## src/sv/sha1sh_pkg.sv

```systemverilog
`timescale 1ns / 1ps
// ----------------------------------------------------------------------------
// SHA-1 stream hasher package
// Shared types and constants for the SHA-1 hasher and its compression core.
// ----------------------------------------------------------------------------
package sha1sh_pkg;

    typedef logic [31:0]        t_word;
    typedef logic [15:0][31:0]  t_block;
    typedef logic [4:0][31:0]   t_chain;

    // Status that the compression core reports to the sequencer.
    typedef struct packed {
        logic busy;
        logic done;
    } t_core_stat;

    localparam t_chain H_INIT = '{
        0: 32'h67452301,
        1: 32'hEFCDAB89,
        2: 32'h98BADCFE,
        3: 32'h10325476,
        4: 32'hC3D2E1F0
    };

    localparam t_word K_0 = 32'h5A827999;
    localparam t_word K_1 = 32'h6ED9EBA1;
    localparam t_word K_2 = 32'h8F1BBCDC;
    localparam t_word K_3 = 32'hCA62C1D6;

    localparam logic [6:0] ROUND_B1   = 7'd20;
    localparam logic [6:0] ROUND_B2   = 7'd40;
    localparam logic [6:0] ROUND_B3   = 7'd60;
    localparam logic [6:0] LAST_ROUND = 7'd79;

    localparam logic [7:0] PAD_BYTE      = 8'h80;
    localparam logic [5:0] LAST_BYTE_POS = 6'd63;
    localparam logic [5:0] LEN_BYTE_POS  = 6'd56;
    localparam logic [2:0] LAST_WORD_IDX = 3'd4;

endpackage

```

## src/sv/sha1sh_if.sv

```systemverilog
`timescale 1ns / 1ps
// ----------------------------------------------------------------------------
// SHA-1 stream hasher channels
// Request channel for message bytes and result channel for digest words.
// ----------------------------------------------------------------------------
interface sha1sh_in_if;
    logic       valid;
    logic       ready;
    logic [7:0] data_byte;
    logic       byte_present;
    logic       end_of_message;

    modport source(output valid, output data_byte, output byte_present,
                   output end_of_message, input ready);
    modport sink(input valid, input data_byte, input byte_present,
                 input end_of_message, output ready);
endinterface

interface sha1sh_out_if;
    logic        valid;
    logic        ready;
    logic [31:0] digest_word;
    logic [2:0]  word_index;
    logic        last_word;

    modport source(output valid, output digest_word, output word_index,
                   output last_word, input ready);
    modport sink(input valid, input digest_word, input word_index,
                 input last_word, output ready);
endinterface

```

## src/sv/sha1sh_core.sv

```systemverilog
`timescale 1ns / 1ps
// ----------------------------------------------------------------------------
// SHA-1 compression core
// One round per cycle for 80 rounds, with a 16-word schedule shift line.
// ----------------------------------------------------------------------------
module sha1sh_core (
    input  logic                   i_clk,
    input  logic                   i_rst_n,
    input  logic                   i_start,
    input  sha1sh_pkg::t_block     i_block,
    input  sha1sh_pkg::t_chain     i_chain,
    output sha1sh_pkg::t_core_stat o_stat,
    output sha1sh_pkg::t_chain     o_vars
);
    import sha1sh_pkg::*;

    function automatic t_word rotl(input t_word v, input logic [4:0] s);
        rotl = (v << s) | (v >> (6'd32 - {1'b0, s}));
    endfunction

    logic       r_busy;
    logic       r_done;
    logic [6:0] r_cnt;
    t_block     r_w;
    t_chain     r_v;

    t_word n_f;
    t_word n_k;
    t_word n_tmp;
    t_word n_wnext;

    always_comb begin
        if (r_cnt < ROUND_B1) begin
            n_f = (r_v[1] & r_v[2]) | (~r_v[1] & r_v[3]);
            n_k = K_0;
        end else if (r_cnt < ROUND_B2) begin
            n_f = r_v[1] ^ r_v[2] ^ r_v[3];
            n_k = K_1;
        end else if (r_cnt < ROUND_B3) begin
            n_f = (r_v[1] & r_v[2]) | (r_v[1] & r_v[3]) | (r_v[2] & r_v[3]);
            n_k = K_2;
        end else begin
            n_f = r_v[1] ^ r_v[2] ^ r_v[3];
            n_k = K_3;
        end
        n_tmp   = rotl(r_v[0], 5'd5) + n_f + r_v[4] + n_k + r_w[0];
        // r_w[0] holds the word of this round; slot 15 takes the word 16 ahead.
        n_wnext = rotl(r_w[13] ^ r_w[8] ^ r_w[2] ^ r_w[0], 5'd1);
    end

    always_ff @(posedge i_clk) begin
        if (!i_rst_n) begin
            r_busy <= 1'b0;
            r_done <= 1'b0;
            r_cnt  <= '0;
        end else begin
            r_done <= 1'b0;
            if (i_start) begin
                r_busy <= 1'b1;
                r_cnt  <= '0;
            end else if (r_busy) begin
                r_cnt <= r_cnt + 7'd1;
                if (r_cnt == LAST_ROUND) begin
                    r_busy <= 1'b0;
                    r_done <= 1'b1;
                end
            end
        end
    end

    always_ff @(posedge i_clk) begin
        if (i_start) begin
            r_w <= i_block;
            r_v <= i_chain;
        end else if (r_busy) begin
            for (int i = 0; i < 15; i++) begin
                r_w[i] <= r_w[i+1];
            end
            r_w[15] <= n_wnext;
            r_v[4]  <= r_v[3];
            r_v[3]  <= r_v[2];
            r_v[2]  <= rotl(r_v[1], 5'd30);
            r_v[1]  <= r_v[0];
            r_v[0]  <= n_tmp;
        end
    end

    assign o_stat.busy = r_busy;
    assign o_stat.done = r_done;
    assign o_vars      = r_v;

endmodule

```

## src/sv/sha1_stream_hasher.sv

```systemverilog
`timescale 1ns / 1ps
// ----------------------------------------------------------------------------
// SHA-1 stream hasher
// Packs a byte stream into 512-bit blocks, compresses each block with an
// iterative round core, pads at end of message and returns five digest words.
// ----------------------------------------------------------------------------
//
//  Port    | Dir | Carries                                        | Per request
//  --------+-----+------------------------------------------------+------------
//  i_in    | in  | data_byte, byte_present, end_of_message        | one byte
//  o_out   | out | digest_word, word_index, last_word             | one word
//
// A byte that does not complete a block leaves the block idle and ready for
// the next byte, unless it ends the message. A byte that completes a 64-byte
// block keeps the block busy while it hands the block to the round core, runs
// the 80 rounds at one per cycle, and folds the result into the chain.
// The round core is the single shared unit.
// End of message takes a padding step, a length step and one more
// compression, plus another compression when the padding does not fit
// in the current block, then five digest words, each held until taken.
// Reset is synchronous and active low; it loads the initial chain value and
// clears the byte buffer and the length. After the fifth word is taken the
// block returns to that same state for the next message.
// i_in.ready is high only while the sequencer is idle; a stall on o_out just
// holds the current digest word.
// ----------------------------------------------------------------------------
module sha1_stream_hasher (
    input  logic        i_clk,
    input  logic        i_rst_n,
    sha1sh_in_if.sink   i_in,
    sha1sh_out_if.source o_out
);
    import sha1sh_pkg::*;

    typedef enum logic [4:0] {
        S_IDLE = 5'b00001,
        S_CMP  = 5'b00010,
        S_PAD  = 5'b00100,
        S_LEN  = 5'b01000,
        S_OUT  = 5'b10000
    } t_state;

    // What follows the running compression.
    typedef enum logic [1:0] {
        PH_DATA  = 2'd0,
        PH_PAD   = 2'd1,
        PH_FINAL = 2'd2
    } t_phase;

    t_state      r_state;
    t_phase      r_phase;
    t_chain      r_h;
    t_block      r_blk;
    logic [63:0] r_len;
    logic        r_eom;
    logic        r_start;
    logic [2:0]  r_oidx;

    t_core_stat  w_stat;
    t_chain      w_vars;

    logic [5:0]  n_pos;
    logic [3:0]  n_widx;
    logic [4:0]  n_shift;

    // The byte position in the current block follows bits 8..3 of the length.
    assign n_pos   = r_len[8:3];
    assign n_widx  = n_pos[5:2];
    assign n_shift = {~n_pos[1:0], 3'b000};

    sha1sh_core u_core (
        .i_clk  (i_clk),
        .i_rst_n(i_rst_n),
        .i_start(r_start),
        .i_block(r_blk),
        .i_chain(r_h),
        .o_stat (w_stat),
        .o_vars (w_vars)
    );

    always_ff @(posedge i_clk) begin
        if (!i_rst_n) begin
            r_state <= S_IDLE;
            r_phase <= PH_DATA;
            r_h     <= H_INIT;
            r_blk   <= '0;
            r_len   <= '0;
            r_eom   <= 1'b0;
            r_start <= 1'b0;
            r_oidx  <= '0;
        end else begin
            unique case (r_state)
                S_IDLE: begin
                    if (i_in.valid) begin
                        r_eom <= i_in.end_of_message;
                        if (i_in.byte_present) begin
                            // The buffer word is zero past the fill point, so
                            // an OR places the byte.
                            r_blk[n_widx] <= r_blk[n_widx]
                                           | ({24'd0, i_in.data_byte} << n_shift);
                            r_len <= r_len + 64'd8;
                            if (n_pos == LAST_BYTE_POS) begin
                                r_start <= 1'b1;
                                r_phase <= PH_DATA;
                                r_state <= S_CMP;
                            end else if (i_in.end_of_message) begin
                                r_state <= S_PAD;
                            end
                        end else if (i_in.end_of_message) begin
                            r_state <= S_PAD;
                        end
                    end
                end
                S_CMP: begin
                    if (r_start) begin
                        // The core took the block at this edge.
                        r_start <= 1'b0;
                        r_blk   <= '0;
                    end
                    if (w_stat.done) begin
                        for (int i = 0; i < 5; i++) begin
                            r_h[i] <= r_h[i] + w_vars[i];
                        end
                        case (r_phase)
                            PH_DATA:  r_state <= r_eom ? S_PAD : S_IDLE;
                            PH_PAD:   r_state <= S_LEN;
                            PH_FINAL: begin
                                r_oidx  <= '0;
                                r_state <= S_OUT;
                            end
                            default:  r_state <= S_IDLE;
                        endcase
                    end
                end
                S_PAD: begin
                    r_blk[n_widx] <= r_blk[n_widx] | ({24'd0, PAD_BYTE} << n_shift);
                    if (n_pos >= LEN_BYTE_POS) begin
                        // No room for the length: compress and use a fresh block.
                        r_start <= 1'b1;
                        r_phase <= PH_PAD;
                        r_state <= S_CMP;
                    end else begin
                        r_state <= S_LEN;
                    end
                end
                S_LEN: begin
                    r_blk[14] <= r_len[63:32];
                    r_blk[15] <= r_len[31:0];
                    r_start   <= 1'b1;
                    r_phase   <= PH_FINAL;
                    r_state   <= S_CMP;
                end
                S_OUT: begin
                    if (o_out.ready) begin
                        if (r_oidx == LAST_WORD_IDX) begin
                            r_h     <= H_INIT;
                            r_len   <= '0;
                            r_eom   <= 1'b0;
                            r_state <= S_IDLE;
                        end else begin
                            r_oidx <= r_oidx + 3'd1;
                        end
                    end
                end
                default: r_state <= S_IDLE;
            endcase
        end
    end

    assign i_in.ready        = (r_state == S_IDLE);
    assign o_out.valid       = (r_state == S_OUT);
    assign o_out.digest_word = r_h[r_oidx];
    assign o_out.word_index  = r_oidx;
    assign o_out.last_word   = (r_oidx == LAST_WORD_IDX);

    // The round core is never running while new bytes are taken.
    a_idle_core: assert property (@(posedge i_clk) disable iff (!i_rst_n)
        (r_state == S_IDLE) |-> !w_stat.busy)
        else $error("round core busy while accepting bytes");

    // A compression result always moves the sequencer out of the wait state.
    a_done_leaves: assert property (@(posedge i_clk) disable iff (!i_rst_n)
        w_stat.done |=> (r_state != S_CMP))
        else $error("sequencer missed a compression result");

    // Digest words never go past the fifth word.
    a_word_range: assert property (@(posedge i_clk) disable iff (!i_rst_n)
        o_out.valid |-> (o_out.word_index <= LAST_WORD_IDX))
        else $error("digest word index out of range");

    // After the last word is taken, the next message starts from zero length.
    a_restart: assert property (@(posedge i_clk) disable iff (!i_rst_n)
        (o_out.valid && o_out.ready && o_out.last_word)
            |=> (r_len == 64'd0) && (r_state == S_IDLE))
        else $error("state not restored after digest");

    // A core start is only ever issued from the compression wait state.
    a_start_cmp: assert property (@(posedge i_clk) disable iff (!i_rst_n)
        r_start |-> (r_state == S_CMP) && !w_stat.busy)
        else $error("core start outside compression wait");

endmodule
```

## src/flat_wrapper.sv

```systemverilog
// flat-port wrapper written by rule: the top's interface ports become plain ports
module sha1_stream_hasher_flat import sha1sh_pkg::*;
  (i_clk, i_rst_n, i_in_valid, i_in_data_byte, i_in_byte_present, i_in_end_of_message, i_in_ready, o_out_valid, o_out_digest_word, o_out_word_index, o_out_last_word, o_out_ready);
  sha1sh_in_if i_in_i ();
  sha1sh_out_if o_out_i ();
  input  logic i_clk;
  input  logic i_rst_n;
  input wire logic [$bits(i_in_i.valid)-1:0] i_in_valid;
  input wire logic [$bits(i_in_i.data_byte)-1:0] i_in_data_byte;
  input wire logic [$bits(i_in_i.byte_present)-1:0] i_in_byte_present;
  input wire logic [$bits(i_in_i.end_of_message)-1:0] i_in_end_of_message;
  output wire logic [$bits(i_in_i.ready)-1:0] i_in_ready;
  output wire logic [$bits(o_out_i.valid)-1:0] o_out_valid;
  output wire logic [$bits(o_out_i.digest_word)-1:0] o_out_digest_word;
  output wire logic [$bits(o_out_i.word_index)-1:0] o_out_word_index;
  output wire logic [$bits(o_out_i.last_word)-1:0] o_out_last_word;
  input wire logic [$bits(o_out_i.ready)-1:0] o_out_ready;
  assign i_in_i.valid = i_in_valid;
  assign i_in_i.data_byte = i_in_data_byte;
  assign i_in_i.byte_present = i_in_byte_present;
  assign i_in_i.end_of_message = i_in_end_of_message;
  assign i_in_ready = i_in_i.ready;
  assign o_out_valid = o_out_i.valid;
  assign o_out_digest_word = o_out_i.digest_word;
  assign o_out_word_index = o_out_i.word_index;
  assign o_out_last_word = o_out_i.last_word;
  assign o_out_i.ready = o_out_ready;
  sha1_stream_hasher u_core (.i_clk(i_clk), .i_rst_n(i_rst_n), .i_in(i_in_i), .o_out(o_out_i));
endmodule
```

## config.mk

```make
export PLATFORM = sky130hd
export DESIGN_NAME = sha1_stream_hasher_flat
export DESIGN_NICKNAME = d
export VERILOG_FILES = /design/src/sv/sha1sh_pkg.sv /design/src/sv/sha1sh_if.sv /design/src/sv/sha1sh_core.sv /design/src/sv/sha1_stream_hasher.sv /design/src/flat_wrapper.sv
export SDC_FILE = /design/constraint.sdc
export NUM_CORES = 2
export LEC_CHECK = 0
export BUFFER_PORTS_ARGS = -buffer_cell sky130_fd_sc_hd__buf_2
export CAP_MARGIN = 20
export CORE_ASPECT_RATIO = 1.1
export CORE_UTILIZATION = 37
export CTS_CLUSTER_SIZE = 28
export DETAILED_ROUTE_END_ITERATION = 8
export MAX_ROUTING_LAYER = met4
export SYNTH_ARGS = -nofsm -noshare
export SYNTH_HDL_FRONTEND = slang
export SYNTH_HIERARCHICAL = 1
export SYNTH_SLANG_ARGS = --single-unit
```

## constraint.sdc

```tcl
create_clock -name i_clk -period 29.2 [get_ports i_clk]
set_input_delay 7.3 -clock i_clk [delete_from_list [all_inputs] [get_ports i_clk]]
set_output_delay 7.3 -clock i_clk [all_outputs]
set_load 0.01 [all_outputs]
```

# --- Yosys cells after proc, flatten, opt, wreduce, memory -nomap -nowiden ---
# Index checks and enable logic that the tools add are counted.
# W data, S select, Z words.
op_classes:
  n_lt_le_gt_ge: 7
  n_shift: 2
  add_sub_neg: 12
  n_bitwise: 21
  eq_ne: 20
  n_reduce_logical: 19
  n_mux: 66
ops:
  columns: ["cell", "count"]
  rows:
  - ["$mux W512", 5]
  - ["$pmux W448 S3", 1]
  - ["$bwmux W512", 2]
  - ["$mux W160", 5]
  - ["$pmux W160 S2", 1]
  - ["$add A32 B32 Y32", 9]
  - ["$mux W32", 8]
  - ["$mux W64", 4]
  - ["$pmux W64 S4", 1]
  - ["$or A32 B32 Y32", 5]
  - ["$xor A32 B32 Y32", 5]
  - ["$and A32 B32 Y32", 4]
  - ["$bmux W32 S4", 1]
  - ["$demux W32 S4", 1]
  - ["$pmux W64 S2", 1]
  - ["$bmux W32 S3", 1]
  - ["$add A64 B4 Y64 const B", 1]
  - ["$mux W5", 7]
  - ["$not A32 Y32", 1]
  - ["$or A32 B1 Y32", 1]
  - ["$or A32 B30 Y32", 1]
  - ["$or A32 B5 Y32", 1]
  - ["$shl A8 B5 Y32", 1]
  - ["$shl A8 B5 Y32 const A", 1]
  - ["42 further kinds", 79]
totals:
  in_bits: 14
  register_bits: 1429
  elab_cells: 198

# --- Longest topological paths before layout ---
depth:
  word_depth: 12
  depth_mapped: 23
  mapped_depth_nobuf: 23

# --- By module ---
# Netlist, hierarchy kept.
by_module_without_submodules:
  columns: ["module", "seq_area_each_um2", "cells_each", "n_inst", "area_each_um2"]
  rows:
  - ["sha1_stream_hasher", 14914.3, 4278, 1, 40212.3]
  - ["sha1sh_core", 20359.5, 2298, 1, 34648.2]

# --- Worst setup path after synthesis ---
# No wires, ideal clock.
synth_path:
  path_type: "register to register"
  start: "register u_core.r_start"
  end: "register u_core.u_core.r_v, in the netlist u_core/u_core/o_vars[0] (enable)"
  required_ns: 24.441
  period_less_slack_ns: 16.455
  path_slack_ns: 12.745
  path_stages_with_launch: 5
  arrival_ns: 11.695
  cell_sequence: "dfxtp_1 clkbuf_1 buf_6 inv_1 nand2_1"
synth_between:
  elab_chain_len: 1
synth_rtl:
  columns: ["item", "line", "rtl"]
  rows:
  - ["start: declaration", "sha1_stream_hasher.sv:56", "logic r_start;"]
  - ["start signal: assignment", "sha1_stream_hasher.sv:89", "r_start <= 1'b0;"]
  - ["start signal: assignment", "sha1_stream_hasher.sv:103", "r_start <= 1'b1;"]
  - ["start signal: assignment", "sha1_stream_hasher.sv:117", "r_start <= 1'b0;"]
  - ["$reduce_bool A2 Y1 (no line)", null, null]
  - ["end signal: assignment", "sha1sh_core.sv:74", "r_v <= i_chain;"]
  - ["end: declaration", "sha1sh_core.sv:25", "t_chain r_v;"]
# No other way between the ends.
# A chain may end at the register's enable or synchronous reset.

==> impl_metrics.csv <==
group,metric,value,unit
yosys,syn_avg_cell_area,11.4,um2
cts,postCtsSetupBuffers,0,
power,power.total,9.07,mW
grt,grt_pass1_vias,52500,
hold_path,holdPathStages,2,
sta,slew_violations,0,
grt,antenna_found_initial,7,
sta,fin_crit,10.59,ns
sta,setup_viol,0,
sta,fin_setup_tns,0,ns
grt,grt_pass1_wl,347,mm
sta,worst_pin_slew,1.20,ns
grt,use_met3,3.24,%
cts,cts_resized,0,
sta,post-route-period-util,36.3,%
die,dieArea,0.204,mm2
sta,max_freq,94.4,MHz
cts,cts_sinks,1426,
power,vdd_drop_max,0.107,mV
yosys,ys_warn_count,6,
layout,final_net_count,6822,
power,p_clk_share,22.2,%
layout,final_core_util,41.5,%
die,die_x,431,um
layout,drive_gt1_share,18.9,%
sta,finalHoldViolations,0,
drt,wire_per_inst,25.0,um
setup_path,ff2ff_path_depth,24,
grt,track_usage,23.1,%
drt,drt_iter0_drc,5691,
outcome,outcome,"completed",
die,core_area,0.200,mm2
cts,clk_pin_slew,0.06,ns
die,die_h,474,um
cts,clockBufferDepth,3,
grt,grt_use_met2,36.3,%
die,start_util,37.4,%
setup_path,path_max_fanout,16,
job,drv_cap,0,
setup_path,end_kind,"register",
sta,finClkSkew,0.0378,ns
cts,cts_buffers,158,
power,pwr-share-seq,33.6,%
setup_path,arrival,11.32,ns
sta,rsz0062_at_grt,"false",
yosys,syn_area,0.0749,mm2
power,net-switching-power,3.44,mW
hold_path,hold_class,"reg -> reg",
layout,syn2layout_area_growth,11.2,%
cts,cts_tree,"yes",
grt,grt-ovfl-total,0,
cts,ctsHoldBuffers,0,
placed_design,place_congestion,0.916,
power,pwr_density_cell,109,mW/mm2
cts,worst_skew_pair.late_latency,0.82,ns
power,switching_share,37.9,%
drt,postRouteAntennaNets,0,
power,p_leak,29.2,nW
power,p_int,5.63,mW
drt,drc,0,
power,combPwrFrac,44.2,%
cts,cts-htree-levels,4,
die,std_cell_rows,172,
drt,vias_per_cell,5.76,
yosys,synth_fp_nets,6913,
die,io_pins,52,
grt,grt_max_degree,228,
grt,grtUsageMet1,30.2,%
yosys,postSynthCellCount,6575,
drt,dr.pass1.iters,6,
placed_design,hpwl,150,mm
drt,wl,233,mm
sta,max_slew_margin,20.2,%
drt,vias,53700,
setup_path,cp.required,29.92,ns
cts,cts-root-buf,"clkbuf_16",
grt,busiest_layer,"met2",
setup_path,worstSetupStartpointType,"input port",
setup_path,critical_path_class,"in -> reg",
placed_design,io_buffers,51,
layer usage:
layer,up-vias,routed length (um)
met5,-,0
met4,0,8590
met3,442,15400
met2,2044,109000
met1,27200,99500
li1,24000,-
flip-flops by register name, indices dropped and copies added, names as in the netlist:
| name | count |
|---|---|
| u_core/u_core/o_vars | 160 |
| u_core/o_out.word_index | 3 |
| u_core/r_h | 160 |
| u_core/r_state | 5 |
| u_core/r_blk | 512 |
| u_core/u_core/r_cnt | 7 |
| u_core/u_core/r_busy | 1 |
| u_core/u_core/r_done | 1 |
| u_core/r_len | 61 |
| u_core/u_core/r_w | 512 |
| u_core/r_eom | 1 |
| u_core/r_start | 1 |
| u_core/r_phase | 2 |
power groups by stage:
stage	registers [mW]	clock network [mW]	logic, mW
2_1_floorplan	3.20	0	3.01
3_3_place_gp	3.07	0	3.89
3_5_place_dp	3.08	0	3.95
4_1_cts	3.04	2.05	3.98
5_1_grt	3.08	2.13	4.42
6_report	3.05	2.02	4.01
worst paths after layout:
path | startpoint | end | slack [ns]
worst max-delay path | o_out_ready | u_core/r_blk[317] | 18.61
worst min-delay path | u_core/r_h[145] | u_core/r_h[145] | 0.49
worst max register to register | u_core/u_core/r_cnt[5] | u_core/u_core/o_vars[31] | 21.60
worst min register to register | u_core/r_h[145] | u_core/r_h[145] | 0.49
area by class of cell:
class | count | area, um2
inverters | 286 | 1070
flip-flops and latches | 1426 | 35300
well taps | 2697 | 3370
clock buffers | 230 | 4530
diodes | 4 | 10.0
multi-input cells | 4466 | 37200
fillers | 18900 | 117000
repair buffers | 146 | 1050
clock inverters | 66 | 689
worst max-delay path, cell delays in order:
cell and delay, ns:
buf_2 0.10, and3_1 0.35, nor4b_2 0.20, a211oi_2 0.68, nand2_1 0.73, nor3_4 1.14, buf_4 0.48, a22oi_1 0.14
nor2b_1 0.16
layout by cell type, fill, tap and decap left out, types with 120 or more instances in the layout:
cell type / n
dfxtp_1: 747
edfxtp_1: 672
mux2_2: 585
a22oi_1: 543
nor2b_1: 507
nand2_1: 396
o21ai_0: 292
inv_1: 283
nor2_1: 237
a21oi_1: 234
xnor2_1: 202
ha_1: 199
mux4_2: 192
clkbuf_16: 161
fa_1: 125
xor2_1: 120
stage by stage:
step / hold slack, ns / worst slack, ns / std cells / instance area [um2]
final: 0.490 / 18.61 / 9321 / 83200
after global routing: 0.506 / 18.47 / 9320 / 83200
after CTS: 0.489 / 18.60 / 9317 / 83200
after detailed placement: 0.474 / 17.88 / 9021 / 78000
after global placement: 0.464 / 17.96 / 9020 / 78000
after floorplan: 0.445 / 12.75 / 6575 / 74900
Note: power is estimated with default switching activity, not from simulation.
